$ cat src/hw/rtl/gaussian_score_point_classifier_unit_macros.svh
// Assertion helpers for the point classifier.
`ifndef GAUSSIAN_SCORE_POINT_CLASSIFIER_UNIT_MACROS_SVH
`define GAUSSIAN_SCORE_POINT_CLASSIFIER_UNIT_MACROS_SVH

// Checked only out of reset.
`define GSCL_ASSERT(label, prop, msg) \
  label: assert property (@(posedge clk) disable iff (!rst_n) prop) else $error(msg);

// Checked at every edge, reset included.
`define GSCL_ASSERT_ALWAYS(label, prop, msg) \
  label: assert property (@(posedge clk) prop) else $error(msg);

`endif

$ cat src/hw/rtl/gscl_pkg.sv
package gscl_pkg;

  // Register indexes on the config port.
  typedef enum logic [2:0] {
    CFG_OBSERV_MEAN     = 3'd0,
    CFG_OBSERV_STDEV    = 3'd1,
    CFG_ERROR_MEAN      = 3'd2,
    CFG_ERROR_STDEV     = 3'd3,
    CFG_DEPTH_MEAN      = 3'd4,
    CFG_DEPTH_STDEV     = 3'd5,
    CFG_SCORE_THRESHOLD = 3'd6
  } cfg_reg_t;

  localparam logic [15:0] RST_MEAN      = 16'd0;
  localparam logic [15:0] RST_STDEV     = 16'd256;
  localparam logic [17:0] RST_THRESHOLD = 18'd98304;

  // Quotient bits kept; anything at or above 2^QBITS is past the cutoff anyway.
  localparam int QBITS     = 20;
  localparam int EXP_STEPS = 16;

  localparam logic [16:0] LOG2E_Q16 = 17'd94548;
  localparam logic [19:0] K_LIMIT   = 20'd786432;   // 12.0 in Q16.16
  localparam logic [30:0] ONE_Q30   = 31'h4000_0000;

  // Pipeline stage positions.
  localparam int ST_DIST  = 0;
  localparam int ST_SQ    = 1;
  localparam int ST_DIV0  = 2;
  localparam int ST_Y     = ST_DIV0 + QBITS;
  localparam int ST_EXP0  = ST_Y + 1;
  localparam int ST_SCORE = ST_EXP0 + EXP_STEPS;
  localparam int ST_OUT   = ST_SCORE + 1;
  localparam int NSTG     = ST_OUT + 1;

  typedef logic [NSTG-1:0] stage_en_t;

  typedef struct packed {
    logic [47:0]      rem;
    logic [QBITS-1:0] quo;
    logic             ov;
  } div_stage_t;

  typedef struct packed {
    logic [30:0] acc;
    logic [15:0] frac;
    logic [4:0]  n;
    logic        zero;
  } exp_stage_t;

  // Bitwise integer square root, elaboration only.
  function automatic logic [63:0] isqrt64(input logic [63:0] v_in);
    logic [63:0] v;
    logic [63:0] res;
    logic [63:0] bitv;
    v    = v_in;
    res  = 64'd0;
    bitv = 64'd1 << 62;
    for (int k = 0; k < 32; k++) begin
      if (v >= res + bitv) begin
        v   = v - (res + bitv);
        res = (res >> 1) + bitv;
      end else begin
        res = res >> 1;
      end
      bitv = bitv >> 2;
    end
    return res;
  endfunction

  // 2^(-2^-i) in Q2.30, built by repeated square roots from one half.
  function automatic logic [63:0] exp_tap(input int i);
    logic [63:0] t;
    t = 64'd1 << 29;
    for (int j = 1; j <= i; j++) begin
      t = isqrt64(t << 30);
    end
    return t;
  endfunction

endpackage

$ cat src/hw/rtl/gscl_div.sv
// |x-mean|, squared, then a restoring divide by 2*stdev^2, one quotient bit a stage.
module gscl_div (
  input  logic                      clk,
  input  gscl_pkg::stage_en_t       en,
  input  logic [15:0]               x,
  input  logic [15:0]               mean,
  input  logic [15:0]               stdev,
  output logic [gscl_pkg::QBITS-1:0] kq,
  output logic                      ov
);

  logic [15:0] d_r;
  logic [31:0] sq_r;
  logic [32:0] den_r;
  logic [15:0] s_eff;
  gscl_pkg::div_stage_t div_r [gscl_pkg::QBITS];

  assign s_eff = (stdev == 16'd0) ? 16'd1 : stdev;

  always_ff @(posedge clk) begin
    den_r <= {32'(s_eff) * 32'(s_eff), 1'b0};
    if (en[gscl_pkg::ST_DIST]) begin
      d_r <= (x >= mean) ? (x - mean) : (mean - x);
    end
    if (en[gscl_pkg::ST_SQ]) begin
      sq_r <= 32'(d_r) * 32'(d_r);
    end
  end

  for (genvar j = 0; j < gscl_pkg::QBITS; j++) begin : g_div
    localparam int B = gscl_pkg::QBITS - 1 - j;
    gscl_pkg::div_stage_t src;
    logic [52:0] sub;
    logic        ge;

    if (j == 0) begin : g_first
      assign src.rem = {sq_r, 16'd0};
      assign src.quo = '0;
      assign src.ov  = 37'(sq_r) >= (37'(den_r) << 4);
    end else begin : g_next
      assign src = div_r[j-1];
    end

    assign sub = 53'(den_r) << B;
    assign ge  = 53'(src.rem) >= sub;

    always_ff @(posedge clk) begin
      if (en[gscl_pkg::ST_DIV0 + j]) begin
        div_r[j].rem <= ge ? 48'(53'(src.rem) - sub) : src.rem;
        div_r[j].quo <= {src.quo[gscl_pkg::QBITS-2:0], ge};
        div_r[j].ov  <= src.ov;
      end
    end
  end

  assign kq = div_r[gscl_pkg::QBITS-1].quo;
  assign ov = div_r[gscl_pkg::QBITS-1].ov;

endmodule

$ cat config.mk
export PLATFORM = sky130hd
export DESIGN_NAME = gscl_div
export DESIGN_NICKNAME = d
export VERILOG_FILES = /design/src/hw/rtl/gaussian_score_point_classifier_unit_macros.svh /design/src/hw/rtl/gscl_pkg.sv /design/src/hw/rtl/gscl_div.sv
export SDC_FILE = /design/constraint.sdc
export NUM_CORES = 2
export LEC_CHECK = 0
export BUFFER_PORTS_ARGS = -buffer_cell sky130_fd_sc_hd__buf_2
export CORE_UTILIZATION = 55
export CTS_CLUSTER_SIZE = 12
export DETAILED_ROUTE_END_ITERATION = 7
export GPL_TIMING_DRIVEN = 0
export PLACE_DENSITY_LB_ADDON = 0.1
export SETUP_SLACK_MARGIN = 0.15
export SYNTH_ARGS = -nofsm -noshare
export SYNTH_HDL_FRONTEND = slang
export SYNTH_SLANG_ARGS = --single-unit
$ cat constraint.sdc
create_clock -name clk -period 8.45 [get_ports clk]
set_input_delay 0.4225 -clock clk [delete_from_list [all_inputs] [get_ports clk]]
set_output_delay 0.4225 -clock clk [all_outputs]
set_load 0.05 [all_outputs]
==> results.sh <==
export IMPL_status="finished clean"
export IMPL_syn_area_per_cell_um2=9.81
export IMPL_final_max_slew_violation_count=0
export IMPL_post_cts_resized=0
export IMPL_grt_pass1_wl_um=367000
export IMPL_die_y_um=395
export IMPL_htreeDepth=3
export IMPL_worst_pin_slew_ns=1.35
export IMPL_seqCellArea_um2=30300
export IMPL_core_region_area_um2=153000
export IMPL_synth_ff_type="edfxtp_1"
export IMPL_clock_latency_ns=0.79
export IMPL_fin_nets=10200
export IMPL_synthDistinctLibCells=103
export IMPL_grt_usage_pct=30.2
export IMPL_chipWidth_um=395
export IMPL_ant_nets=0
export IMPL_drive_above_1_share_pct=6.41
export IMPL_mostFrequentLayoutCells="edfxtp_1, ha_1, a21oi_1, nand2_1, inv_1"
export IMPL_wl_um=239000
export IMPL_drv_cap=0
export IMPL_fin_crit_sh_pct=86.6
export IMPL_rows=143
export IMPL_cts_clk_slew_worst_paths_ns=0.07
export IMPL_drt_pass1_iterations=6
export IMPL_grt_pass1_vias=64400
export IMPL_cts_made_buffers=116
export IMPL_crit_required_ns=8.92
export IMPL_port_buffers=87
export IMPL_fin_tns_setup_ns=0
export IMPL_rsz0062_at_grt="false"
export IMPL_min_path_type="in2reg"
export IMPL_wl_per_cell_um=21.7
export IMPL_viasPerCell=6.02
export IMPL_vias=66300
export IMPL_cp_start_kind="flip-flop"
export IMPL_ios=111
export IMPL_gp_congestion=0.935
export IMPL_cts_tree="done"
export IMPL_max_freq_mhz=137
export IMPL_synth_edff_count=987
export IMPL_ys_warn_count=0
export IMPL_synth_fp_nets=9957
export IMPL_setup_viol=0
export IMPL_clockRootBuffer="clkbuf_16"
export IMPL_async_flop_share_pct=0
export IMPL_gr_total_overflow=0
export IMPL_crit_arrival_ns=7.78
export IMPL_fill_cells=12900
export IMPL_fin_skew_ns=0.0779
export IMPL_holdWs_ns=0.0985
export IMPL_netlist_area_um2=84900
export IMPL_cts_path_max_buffers=3
export IMPL_grt_max_degree=67
export IMPL_syn_inst=8651
export IMPL_ys_seq_elements=1018
export IMPL_clkSinkCount=1018
export IMPL_cp_end_kind="flip-flop"
export IMPL_hold_viol=0
export IMPL_utilization_pct=60.5
export IMPL_syn2layout_area_growth_pct=8.76
export IMPL_fin_crit_ns=7.31
export IMPL_die_area_um2=156000
export IMPL_drcViolationCount=0
export IMPL_start_util_pct=55.6
export IMPL_crit_type="reg2reg"
export IMPL_synth_seq_area_share_pct=35.6
export IMPL_drtIter0Drc=5082
export IMPL_maxSlewHeadroom_pct=9.95
export IMPL_multi_input_area_um2=51000
export IMPL_layout_commonest_cell="edfxtp_1"
export IMPL_dp_hpwl_um=181000
export IMPL_antenna_found_initial=8
export IMPL_critPathMaxFanout=10
export IMPL_r2r_slack_ns=1.14
## worst max-delay path, cell delays in order, from the launching register on
cell,delay [ns]
edfxtp_1,0.60
clkbuf_1,0.53
nand2_1,0.20
fa_1,0.54
fa_1,0.46
fa_1,0.53
inv_1,0.05
fa_1,0.49
inv_1,0.06
fa_1,0.55
inv_1,0.07
fa_1,0.52
ha_1,0.39
inv_1,0.11
o22ai_1,0.09
a41o_1,0.24
o221ai_1,0.34
o22ai_1,0.18
o21ai_0,0.32
o21ai_0,0.23
a211o_1,0.35
xor2_1,0.15
## state kept, by name, summed over array words and instances (netlist names)
signal,cells
den_r,31
div_r,940
d_r,16
sq_r,31
## routing by layer
layer | track usage [%] | wire length, µm | share of wire (%) | up-vias
met1 | 39.3 | 99800 | 42 | 31900
met3 | 4.39 | 14700 | 6.1 | 467
met2 | 51.2 | 115000 | 48 | 2084
met5 | 0 | 0 | 0 | -
li1 | - | - | - | 31800
met4 | 11.0 | 9450 | 4.0 | 0
## synth_stat cells (15+ instances only)
cell,n,share of area [%]
ha_1,886,13
edfxtp_1,987,35
a21oi_1,763,4.5
o21a_1,86,0.76
a21boi_0,26,0.23
a211o_1,23,0.24
nand3_1,146,0.86
clkbuf_1,190,0.84
o211ai_1,42,0.37
and3_1,52,0.38
nand2b_1,112,0.83
o31ai_1,50,0.44
o21ai_0,562,3.3
or3_1,55,0.41
buf_4,20,0.18
a221oi_1,15,0.15
and2_1,141,1.0
a31oi_1,76,0.56
mux2_2,116,1.5
nor3_1,113,0.67
xnor2_1,408,4.2
nor4_1,57,0.42
dfxtp_1,31,0.73
or2_2,31,0.23
a211oi_1,58,0.51
a31o_2,26,0.27
xor2_1,281,2.9
fa_1,330,7.8
nand4_1,97,0.71
inv_1,676,3.0
buf_2,28,0.17
nor2b_1,103,0.76
a2111oi_0,16,0.17
o21bai_1,74,0.65
nor2_1,538,2.4
nand2_1,761,3.4
a21o_1,384,3.4
## layout make-up
| class | count | share of cell area (%) |
|---|---|---|
| multi-input combinational | 6701 | 55.2 |
| sequential | 1018 | 32.8 |
| clock buffer | 134 | 3.22 |
| inverter | 680 | 2.77 |
| tap | 2030 | 2.75 |
| timing repair buffer | 123 | 1.25 |
| buffer | 252 | 1.18 |
| clock inverter | 72 | 0.821 |
| antenna | 4 | 0.0108 |
## final timing paths
path / from / cells past startpoint / end
min: en[0] / 1 / d_r[13]$_DFFE_PP_
max reg2reg: d_r[9]$_DFFE_PP_ / 21 / sq_r[30]$_DFFE_PP_
min reg2reg: div_r[0][211]$_DFFE_PP_ / 0 / div_r[1][5]$_DFFE_PP_
max: d_r[9]$_DFFE_PP_ / 21 / sq_r[30]$_DFFE_PP_
## cell families (layout without fill, tap and decap cells)
group           count (synthesis)  count (layout)  synth area share, %
flops                        1018            1018                 35.6
buf+inv                       932            1261                 4.29
other cells                     0               4                    0
mux                           132             132                 1.75
compound gates               2385            2385                 17.6
fa+ha+maj                    1216            1216                 20.8
xor+xnor                      689             689                 7.11
simple gates                 2279            2279                 12.8
## what timing repair did
action                     in CTS  in global routing
hold endpoints to repair        2                  0
setup endpoints to repair       0                  0
setup buffers                   0                  0
hold buffers                    2                  0
## metrics by stage
step                      area (µm²)  cells  worst slack [ns]
final                          92300  11000              1.14
after detailed placement       88600  10800              1.30
after global placement         87900  10800             0.461
after floorplan                84900   8651              2.23
after CTS                      92300  11000              1.23
after global routing           92300  11000             0.843
Power is not shown: default switching activity piles up to over one toggle a cycle in this logic, so the estimate is an artifact.
